--- config.mk ---
export PLATFORM = sky130hd
export DESIGN_NAME = luminance_nearest_ramp_remap_flat
export DESIGN_NICKNAME = d
export VERILOG_FILES = /design/src/rtl/core/lnrr_pkg.sv /design/src/rtl/core/lnrr_if.sv /design/src/rtl/core/lnrr_luma.sv /design/src/rtl/core/luminance_nearest_ramp_remap.sv /design/src/flat_wrapper.sv
export SDC_FILE = /design/constraint.sdc
export NUM_CORES = 2
export LEC_CHECK = 0
export BUFFER_PORTS_ARGS = -buffer_cell sky130_fd_sc_hd__buf_2
export CORE_UTILIZATION = 25
export CTS_CLUSTER_SIZE = 25
export DETAILED_ROUTE_END_ITERATION = 7
export PLACE_DENSITY = 0.36
export SLEW_MARGIN = 20
export SYNTH_ARGS = -nofsm -noshare
export SYNTH_HDL_FRONTEND = slang
export SYNTH_HIERARCHICAL = 1
export SYNTH_SLANG_ARGS = --single-unit
--- constraint.sdc ---
create_clock -name clock -period 10.05 [get_ports clock]
set_input_delay 2.01 -clock clock [delete_from_list [all_inputs] [get_ports clock]]
set_output_delay 2.01 -clock clock [all_outputs]
set_load 0.03 [all_outputs]
--- src/rtl/core/lnrr_pkg.sv ---
// Package for the luminance nearest ramp remap block.
// Holds the opcode and payload types and the fixed arithmetic constants.
// No dependencies; lnrr_luma and the top level import it.
package lnrr_pkg;

   // Field widths of the items.
   localparam int COLOR_W  = 8;
   localparam int BRIGHT_W = 7;

   // Item operations.
   typedef enum logic {
      OP_LOAD = 1'b0,
      OP_MAP  = 1'b1
   } lnrr_op_type;

   // Brightness weights, each applied before its own division by 5000.
   localparam logic [10:0] COEF_R = 11'd1063;
   localparam logic [11:0] COEF_G = 12'd3576;
   localparam logic [8:0]  COEF_B = 9'd361;

   // Division by 5000 as a multiply by ceil(2^32 / 5000) and a shift.
   // The rounding error keeps the quotient exact for dividends below 2^20.
   localparam logic [19:0] RECIP_5000 = 20'd858994;
   localparam int          RECIP_SHIFT = 32;

   // Division by 3 of an 8-bit sum: multiply by 171 and shift by 9.
   localparam logic [7:0] DIV3_MUL   = 8'd171;
   localparam int         DIV3_SHIFT = 9;

   // Palette indices that always map to themselves.
   localparam logic [COLOR_W-1:0] FIXED_INDEX_LO = 8'd0;
   localparam logic [COLOR_W-1:0] FIXED_INDEX_HI = 8'd31;

   // Colour carried by an item.
   typedef struct packed {
      logic [COLOR_W-1:0] red;
      logic [COLOR_W-1:0] green;
      logic [COLOR_W-1:0] blue;
   } lnrr_rgb_type;

   // Request and answer of the brightness unit.
   typedef struct packed {
      logic         valid;
      lnrr_rgb_type rgb;
   } lnrr_luma_req_type;

   typedef struct packed {
      logic                valid;
      logic [BRIGHT_W-1:0] bright;
   } lnrr_luma_rsp_type;

   // One ramp slot as held in the memory.
   typedef struct packed {
      logic [BRIGHT_W-1:0] bright;
      logic [COLOR_W-1:0]  color;
   } lnrr_slot_type;

endpackage

--- src/rtl/core/lnrr_if.sv ---
// Handshake channels of the luminance nearest ramp remap block.
// lnrr_req_if carries input items, lnrr_rsp_if carries result items.
// No dependencies.
interface lnrr_req_if;
   logic       valid;
   logic       ready;
   logic       opcode;
   logic [3:0] slot;
   logic [7:0] ramp_color;
   logic [7:0] color_index;
   logic [7:0] red;
   logic [7:0] green;
   logic [7:0] blue;

   modport source (
      output valid, opcode, slot, ramp_color, color_index, red, green, blue,
      input  ready
   );
   modport sink (
      input  valid, opcode, slot, ramp_color, color_index, red, green, blue,
      output ready
   );
endinterface

interface lnrr_rsp_if;
   logic       valid;
   logic       ready;
   logic [7:0] mapped_index;

   modport source (
      output valid, mapped_index,
      input  ready
   );
   modport sink (
      input  valid, mapped_index,
      output ready
   );
endinterface

--- src/rtl/core/lnrr_luma.sv ---
// Three-stage pipelined brightness unit of the ramp remap block.
// Computes (1063*r/5000 + 3576*g/5000 + 361*b/5000)/3 with truncating divisions.
// Depends on lnrr_pkg.
module lnrr_luma
   import lnrr_pkg::*;
(
   input  logic              clock,
   input  logic              reset,
   input  lnrr_luma_req_type luma_req,
   output lnrr_luma_rsp_type luma_rsp
);

   logic [2:0]          vld_ff;
   logic [18:0]         pr_ff;
   logic [19:0]         pg_ff;
   logic [16:0]         pb_ff;
   logic [39:0]         prod_r;
   logic [39:0]         prod_g;
   logic [39:0]         prod_b;
   logic [5:0]          qr_ff;
   logic [7:0]          qg_ff;
   logic [4:0]          qb_ff;
   logic [7:0]          sum;
   logic [15:0]         prod_3;
   logic [BRIGHT_W-1:0] bright_ff;

   // Valid bits travel alongside the three stages.
   always_ff @(posedge clock) begin
      if (reset) begin
         vld_ff <= 3'b000;
      end else begin
         vld_ff <= {vld_ff[1:0], luma_req.valid};
      end
   end

   // Stage one weights each component.
   always_ff @(posedge clock) begin
      pr_ff <= {8'd0, COEF_R} * {11'd0, luma_req.rgb.red};
      pg_ff <= {8'd0, COEF_G} * {12'd0, luma_req.rgb.green};
      pb_ff <= {8'd0, COEF_B} * {9'd0, luma_req.rgb.blue};
   end

   // Stage two divides each weighted component by 5000 through the reciprocal.
   assign prod_r = {21'd0, pr_ff} * {20'd0, RECIP_5000};
   assign prod_g = {20'd0, pg_ff} * {20'd0, RECIP_5000};
   assign prod_b = {23'd0, pb_ff} * {20'd0, RECIP_5000};

   always_ff @(posedge clock) begin
      qr_ff <= prod_r[RECIP_SHIFT +: 6];
      qg_ff <= prod_g[RECIP_SHIFT +: 8];
      qb_ff <= prod_b[RECIP_SHIFT +: 5];
   end

   // Stage three adds the quotients and divides the sum by three.
   assign sum    = {2'd0, qr_ff} + qg_ff + {3'd0, qb_ff};
   assign prod_3 = {8'd0, sum} * {8'd0, DIV3_MUL};

   always_ff @(posedge clock) begin
      bright_ff <= prod_3[DIV3_SHIFT +: BRIGHT_W];
   end

   assign luma_rsp.valid  = vld_ff[2];
   assign luma_rsp.bright = bright_ff;

endmodule

--- src/rtl/core/luminance_nearest_ramp_remap.sv ---
// Top level of the luminance nearest ramp remap block.
// Depends on lnrr_pkg, the channel interfaces in lnrr_if and lnrr_luma.
//
// Usage. Items arrive on req_ch. A load item (opcode 0) stores the palette
// index ramp_color and the brightness of its colour in ramp slot "slot"; a
// slot at or beyond RAMP_SIZE is ignored and no result is returned. A map
// item (opcode 1) returns one result on rsp_ch: the palette index held by the
// slot whose brightness lies closest to that of the item's colour, the lowest
// slot winning a tie. Indices 0 and 31 are returned unchanged. Every slot must
// be loaded before the first map item.
// Timing. The block works on one item at a time. A load item is written when
// the brightness unit returns its brightness, and the block is then ready
// again. A map item of index 0 or 31 goes to the output register once its
// brightness has come back. Any other map item reads the ramp memory one slot a
// cycle; once the last slot is compared, its result enters the output register
// when that register is free, and the block then takes the next item.
// Reset clears the control state; the ramp memory keeps its contents. The
// output register holds a result while the receiver stalls, and the block
// accepts the next item meanwhile; a further result waits until it is taken.
module luminance_nearest_ramp_remap
   import lnrr_pkg::*;
#(
   parameter int RAMP_SIZE = 16
) (
   input  logic              clock,
   input  logic              reset,
   lnrr_req_if.sink          req_ch,
   lnrr_rsp_if.source        rsp_ch
);

   localparam int AW = (RAMP_SIZE > 1) ? $clog2(RAMP_SIZE) : 1;
   localparam int CW = $clog2(RAMP_SIZE + 1);

   typedef enum logic [3:0] {
      ST_IDLE = 4'b0001,
      ST_LUMA = 4'b0010,
      ST_SCAN = 4'b0100,
      ST_EMIT = 4'b1000
   } lnrr_state_type;

   lnrr_state_type      state_ff;
   lnrr_state_type      state_in;
   lnrr_op_type         opcode_ff;
   logic [3:0]          slot_ff;
   logic [COLOR_W-1:0]  ramp_color_ff;
   logic [COLOR_W-1:0]  color_index_ff;
   logic [BRIGHT_W-1:0] bright_ff;
   logic [CW-1:0]       cnt_ff;
   logic [CW-1:0]       cnt_in;
   logic                rd_vld_ff;
   logic                rd_first_ff;
   logic                rd_last_ff;
   lnrr_slot_type       rd_data_ff;
   logic [BRIGHT_W-1:0] best_dif_ff;
   logic [COLOR_W-1:0]  best_color_ff;
   logic                rsp_valid_ff;
   logic [COLOR_W-1:0]  rsp_index_ff;

   lnrr_slot_type       ramp_mem [RAMP_SIZE];

   logic                accept;
   lnrr_luma_req_type   luma_req;
   lnrr_luma_rsp_type   luma_rsp;
   logic [6:0]          slot_ext;
   logic                slot_in_range;
   logic                fixed_index;
   logic                mem_we;
   lnrr_slot_type       wr_data;
   logic                issue;
   logic [BRIGHT_W-1:0] diff;
   logic                take;
   logic                emit_fire;

   assign accept       = req_ch.valid && req_ch.ready;
   assign req_ch.ready = (state_ff == ST_IDLE);

   // Brightness of the accepted item's colour.
   assign luma_req.valid     = accept;
   assign luma_req.rgb.red   = req_ch.red;
   assign luma_req.rgb.green = req_ch.green;
   assign luma_req.rgb.blue  = req_ch.blue;

   lnrr_luma u_luma (
      .clock    (clock),
      .reset    (reset),
      .luma_req (luma_req),
      .luma_rsp (luma_rsp)
   );

   // Item fields are held while the item is at work.
   always_ff @(posedge clock) begin
      if (accept) begin
         opcode_ff      <= lnrr_op_type'(req_ch.opcode);
         slot_ff        <= req_ch.slot;
         ramp_color_ff  <= req_ch.ramp_color;
         color_index_ff <= req_ch.color_index;
      end
      if (state_ff == ST_LUMA && luma_rsp.valid) begin
         bright_ff <= luma_rsp.bright;
      end
   end

   assign slot_ext      = {3'd0, slot_ff};
   assign slot_in_range = (slot_ext < 7'(RAMP_SIZE));
   assign fixed_index   = (color_index_ff == FIXED_INDEX_LO) ||
                          (color_index_ff == FIXED_INDEX_HI);

   // Ramp memory: written by load items, read one slot a cycle during a search.
   assign mem_we         = (state_ff == ST_LUMA) && luma_rsp.valid &&
                           (opcode_ff == OP_LOAD) && slot_in_range;
   assign wr_data.bright = luma_rsp.bright;
   assign wr_data.color  = ramp_color_ff;
   assign issue          = (state_ff == ST_SCAN) && (cnt_ff != CW'(RAMP_SIZE));

   always_ff @(posedge clock) begin
      if (mem_we) begin
         ramp_mem[slot_ext[AW-1:0]] <= wr_data;
      end
      rd_data_ff <= ramp_mem[cnt_ff[AW-1:0]];
   end

   // Flags that follow each read to the compare stage.
   always_ff @(posedge clock) begin
      if (reset) begin
         rd_vld_ff <= 1'b0;
      end else begin
         rd_vld_ff <= issue;
      end
      rd_first_ff <= (cnt_ff == '0);
      rd_last_ff  <= (cnt_ff == CW'(RAMP_SIZE - 1));
   end

   // Compare stage keeps the slot of smallest brightness difference.
   assign diff = (bright_ff >= rd_data_ff.bright) ? (bright_ff - rd_data_ff.bright)
                                                  : (rd_data_ff.bright - bright_ff);
   assign take = rd_vld_ff && (rd_first_ff || (diff < best_dif_ff));

   always_ff @(posedge clock) begin
      if (state_ff == ST_LUMA) begin
         best_color_ff <= color_index_ff;
      end else if (take) begin
         best_color_ff <= rd_data_ff.color;
         best_dif_ff   <= diff;
      end
   end

   // Sequencer over the stages of one item.
   assign emit_fire = (state_ff == ST_EMIT) && (!rsp_valid_ff || rsp_ch.ready);

   always_comb begin
      state_in = state_ff;
      cnt_in   = cnt_ff;
      case (state_ff)
         ST_IDLE: begin
            if (accept) begin
               state_in = ST_LUMA;
            end
         end
         ST_LUMA: begin
            cnt_in = '0;
            if (luma_rsp.valid) begin
               if (opcode_ff == OP_LOAD) begin
                  state_in = ST_IDLE;
               end else if (fixed_index) begin
                  state_in = ST_EMIT;
               end else begin
                  state_in = ST_SCAN;
               end
            end
         end
         ST_SCAN: begin
            if (issue) begin
               cnt_in = cnt_ff + CW'(1);
            end
            if (rd_vld_ff && rd_last_ff) begin
               state_in = ST_EMIT;
            end
         end
         ST_EMIT: begin
            if (emit_fire) begin
               state_in = ST_IDLE;
            end
         end
         default: begin
            state_in = ST_IDLE;
         end
      endcase
   end

   always_ff @(posedge clock) begin
      if (reset) begin
         state_ff <= ST_IDLE;
         cnt_ff   <= '0;
      end else begin
         state_ff <= state_in;
         cnt_ff   <= cnt_in;
      end
   end

   // Output register holds a result until the receiver takes the item.
   always_ff @(posedge clock) begin
      if (reset) begin
         rsp_valid_ff <= 1'b0;
      end else if (emit_fire) begin
         rsp_valid_ff <= 1'b1;
      end else if (rsp_ch.ready) begin
         rsp_valid_ff <= 1'b0;
      end
      if (emit_fire) begin
         rsp_index_ff <= best_color_ff;
      end
   end

   assign rsp_ch.valid        = rsp_valid_ff;
   assign rsp_ch.mapped_index = rsp_index_ff;

endmodule

--- src/flat_wrapper.sv ---
// flat-port wrapper written by rule: the top's interface ports become plain ports
module luminance_nearest_ramp_remap_flat import lnrr_pkg::*;
#(
   parameter int RAMP_SIZE = 16
)
  (clock, reset, req_ch_valid, req_ch_opcode, req_ch_slot, req_ch_ramp_color, req_ch_color_index, req_ch_red, req_ch_green, req_ch_blue, req_ch_ready, rsp_ch_valid, rsp_ch_mapped_index, rsp_ch_ready);
  lnrr_req_if req_ch_i ();
  lnrr_rsp_if rsp_ch_i ();
  input  logic clock;
  input  logic reset;
  input wire logic [$bits(req_ch_i.valid)-1:0] req_ch_valid;
  input wire logic [$bits(req_ch_i.opcode)-1:0] req_ch_opcode;
  input wire logic [$bits(req_ch_i.slot)-1:0] req_ch_slot;
  input wire logic [$bits(req_ch_i.ramp_color)-1:0] req_ch_ramp_color;
  input wire logic [$bits(req_ch_i.color_index)-1:0] req_ch_color_index;
  input wire logic [$bits(req_ch_i.red)-1:0] req_ch_red;
  input wire logic [$bits(req_ch_i.green)-1:0] req_ch_green;
  input wire logic [$bits(req_ch_i.blue)-1:0] req_ch_blue;
  output wire logic [$bits(req_ch_i.ready)-1:0] req_ch_ready;
  output wire logic [$bits(rsp_ch_i.valid)-1:0] rsp_ch_valid;
  output wire logic [$bits(rsp_ch_i.mapped_index)-1:0] rsp_ch_mapped_index;
  input wire logic [$bits(rsp_ch_i.ready)-1:0] rsp_ch_ready;
  assign req_ch_i.valid = req_ch_valid;
  assign req_ch_i.opcode = req_ch_opcode;
  assign req_ch_i.slot = req_ch_slot;
  assign req_ch_i.ramp_color = req_ch_ramp_color;
  assign req_ch_i.color_index = req_ch_color_index;
  assign req_ch_i.red = req_ch_red;
  assign req_ch_i.green = req_ch_green;
  assign req_ch_i.blue = req_ch_blue;
  assign req_ch_ready = req_ch_i.ready;
  assign rsp_ch_valid = rsp_ch_i.valid;
  assign rsp_ch_mapped_index = rsp_ch_i.mapped_index;
  assign rsp_ch_i.ready = rsp_ch_ready;
  luminance_nearest_ramp_remap #(.RAMP_SIZE(RAMP_SIZE)) u_core (.clock(clock), .reset(reset), .req_ch(req_ch_i), .rsp_ch(rsp_ch_i));
endmodule
==> out/metrics.yaml <==
r2r-end: "u_core/u_luma/qb_ff[4]"
via_count: 20722
reg2reg_from: "u_core/u_luma/pb_ff[8]"
ys_types: 77
ff2ff_path_depth: 18
antenna_found_initial: 3
start_util_pct: 25.2
met3_usage_pct: 1.36
h-tree-depth: 2
fin_cells: 5128
grt_busiest_layer: "met2"
post_cts_resized: 0
max_freq_mhz: 163
synth_area_um2: 36600
cp.arrival_ps: 6620
n_antenna_cell: 0
die_w_um: 385
setup_viol: 0
grt_usage_pct: 11.6
syn_inst: 3065
hold_buffers: 0
drv_slew: 0
pre_cts_slack_ps: 3850
use_met2_pct: 19.5
dr.first_iter.drc_count: 722
ys_warn_count: 6
synth-simple-area-share_pct: 4.44
io_buffers: 58
multi_input_area_um2: 22300
wl_per_cell_um: 16.2
cp_max_fo: 7
status: "complete, no violations"
crit_path_end_kind: "flip-flop"
met1_usage_pct: 16.1
dp_cells: 5037
drtAntennaViolNets: 0
worstHoldPathCells: 0
hold_viol_final: 0
grt_pass1_wl_mm: 133
syn2layout_area_growth_pct: 12.2
synthXorXnorAreaFrac_pct: 1.55
synth_enable_flop_cells: 291
nets: 4286
worstHoldPathType: "reg -> reg"
fp.dieH_um: 385
syn-num-nets: 4180
grt_max_degree: 64
avgSynthCellArea_um2: 11.9
dp_hpwl_mm: 67.6
synthMuxAreaShare_pct: 4.94
numClockSinks: 401
drc: 0
clock_latency_ps: 630
ys_ff_latch: 401
hold_path_end: "u_core/rsp_ch.mapped_index[0]"
period_share_pct: 61.0
rsz0062_at_grt: "false"
postCtsSetupBuffers: 0
dr.pass1.iters: 4
fin_ws_ps: 3920
drive_above_1_share_pct: 8.94
skew_ps: 22.9
min-delay-start: "u_core/best_color_ff[0]"
r2r_slack_ps: 3920
cts_made_buffers: 49
maxCapViolCount: 0
synth_top_area_share_pct: 23.9
cts_tree: "yes"
finalSetupTns_ps: 0
vias_per_cell: 4.04
first_global_vias: 22988
synth_fa_ha_area_share_pct: 45.3
fp-row-count: 140
relSlewSlack_pct: 26.0
dpl_cell_area_um2: 39400
grt-ovfl-total: 0
design.core.area_um2: 146000
io_pins: 59
layout_min_cycle_time_ps: 6130
crit_type: "reg -> reg"
worstMarginPinSlew_ps: 1080
synth_top_cell_by_area: "edfxtp_1"
clkTransAtPathRegs_ps: 60
crit_required_ps: 10540
fillers: 15127
final_area_um2: 41100
synth_top_family_by_area: "adder cells"
seq_area_um2: 10900
synth_compound_area_share_pct: 4.57
ys_seq_area_share_pct: 29.9
gp_congestion: 0.781
synthTopCellsByArea: "edfxtp_1 (24%), fa_1 (24%), ha_1 (22%)"
synthArstFlopShare_pct: 0
wl_mm: 82.9
dieArea_um2: 148000
clockBufferDepth: 3
synth_ff_type: "edfxtp_1"
cp-start-kind: "flip-flop"
cts_root_buffer: "clkbuf_16"
## sequential cells by signal, summed over array words and instances, names as in the netlist, 4 cells and up
signal / cells
u_core/state_ff: 4
u_core/best_dif_ff: 7
u_core/bright_ff: 7
u_core/ramp_mem: 240
u_core/ramp_color_ff: 8
u_core/u_luma/pb_ff: 17
u_core/rsp_ch.mapped_index: 8
u_core/color_index_ff: 8
u_core/rd_data_ff: 15
u_core/u_luma/bright_ff: 7
u_core/u_luma/qr_ff: 6
u_core/slot_ff: 4
u_core/u_luma/qb_ff: 5
u_core/best_color_ff: 8
u_core/u_luma/qg_ff: 8
u_core/u_luma/pg_ff: 17
u_core/cnt_ff: 5
u_core/u_luma/pr_ff: 19
## layout by cell type (no fill, tap or decap), types with 55 or more instances in the layout
cell and n:
mux4_2 75, fa_1 434, a21oi_1 75, dfxtp_1 108, nor2_1 55, buf_2 58, ha_1 632, nand2_1 60
inv_1 867, edfxtp_1 291
## kinds of logic (layout without fill, tap and decap cells)
family,after synthesis,after routing
flip-flops,401,401
XOR/XNOR,65,65
buffers and inverters,893,1039
AO/OA/AOI/OAI,245,245
AND/OR/NAND/NOR,309,309
adder cells (fa/ha/maj),1066,1066
multiplexers,86,86
## area by class of cell
| cell class | instances | share of cell area [%] |
|---|---|---|
| Clock buffer | 60 | 3.16 |
| Clock inverter | 31 | 0.938 |
| Tap cell | 1917 | 5.84 |
| Inverter | 867 | 7.92 |
| Multi-Input combinational cell | 1771 | 54.4 |
| Sequential cell | 401 | 26.7 |
| Timing Repair Buffer | 81 | 1.13 |
## per-layer routing
layer / vias up / part of all wire [%]
met5: - / 0
met2: 138 / 47
met4: 0 / 1.4
li1: 10276 / -
met1: 10252 / 49
met3: 56 / 2.2
## worst max-delay path by stage
stage / start / to / slack [ps] / cells past startpoint
finish: u_core/u_luma/pb_ff[8] / u_core/u_luma/qb_ff[4] / 3920 / 18
global route: u_core/u_luma/pb_ff[8] / u_core/u_luma/qb_ff[4] / 3510 / 18
CTS: u_core/u_luma/pb_ff[8] / u_core/u_luma/qb_ff[4] / 3860 / 18
detailed placement: req_ch_green[5] / u_core/u_luma/pg_ff[19] / 3850 / 13
global placement: req_ch_green[5] / u_core/u_luma/pg_ff[19] / 3870 / 13
floorplan: req_ch_green[5] / u_core/u_luma/pg_ff[19] / 4290 / 12
## stage by stage
step	hold slack, ps	util, %
6_report	417	28.2
5_1_grt	423	28.2
4_1_cts	419	28.2
3_5_place_dp	405	27.1
3_3_place_gp	401	27.1
2_1_floorplan	400	-
## critical path, cell delays in order, from the launching register on
cell	delay, ps
dfxtp_1	630
ha_1	360
inv_1	90
fa_1	520
inv_1	50
fa_1	500
fa_1	520
fa_1	550
inv_1	50
fa_1	530
inv_1	40
ha_1	310
a211oi_1	240
nand2_1	110
a211o_1	270
a31oi_1	420
o211ai_1	270
a2111oi_0	420
nor3_1	100
## Yosys cell counts, types with 11 or more instances
cell type	number
dfxtp_1	110
o21ai_0	36
edfxtp_1	291
fa_1	434
nor3_1	37
nand3_1	28
and3_1	15
nand2b_1	11
inv_1	867
nand2_1	60
xnor2_1	49
ha_1	632
a21o_1	29
a21oi_1	75
mux4_2	75
clkbuf_1	11
nor2_1	67
xor2_1	16
nor2b_1	19
Power is not shown: default switching activity piles up to over one toggle a cycle in this logic, so the estimate is an artifact.
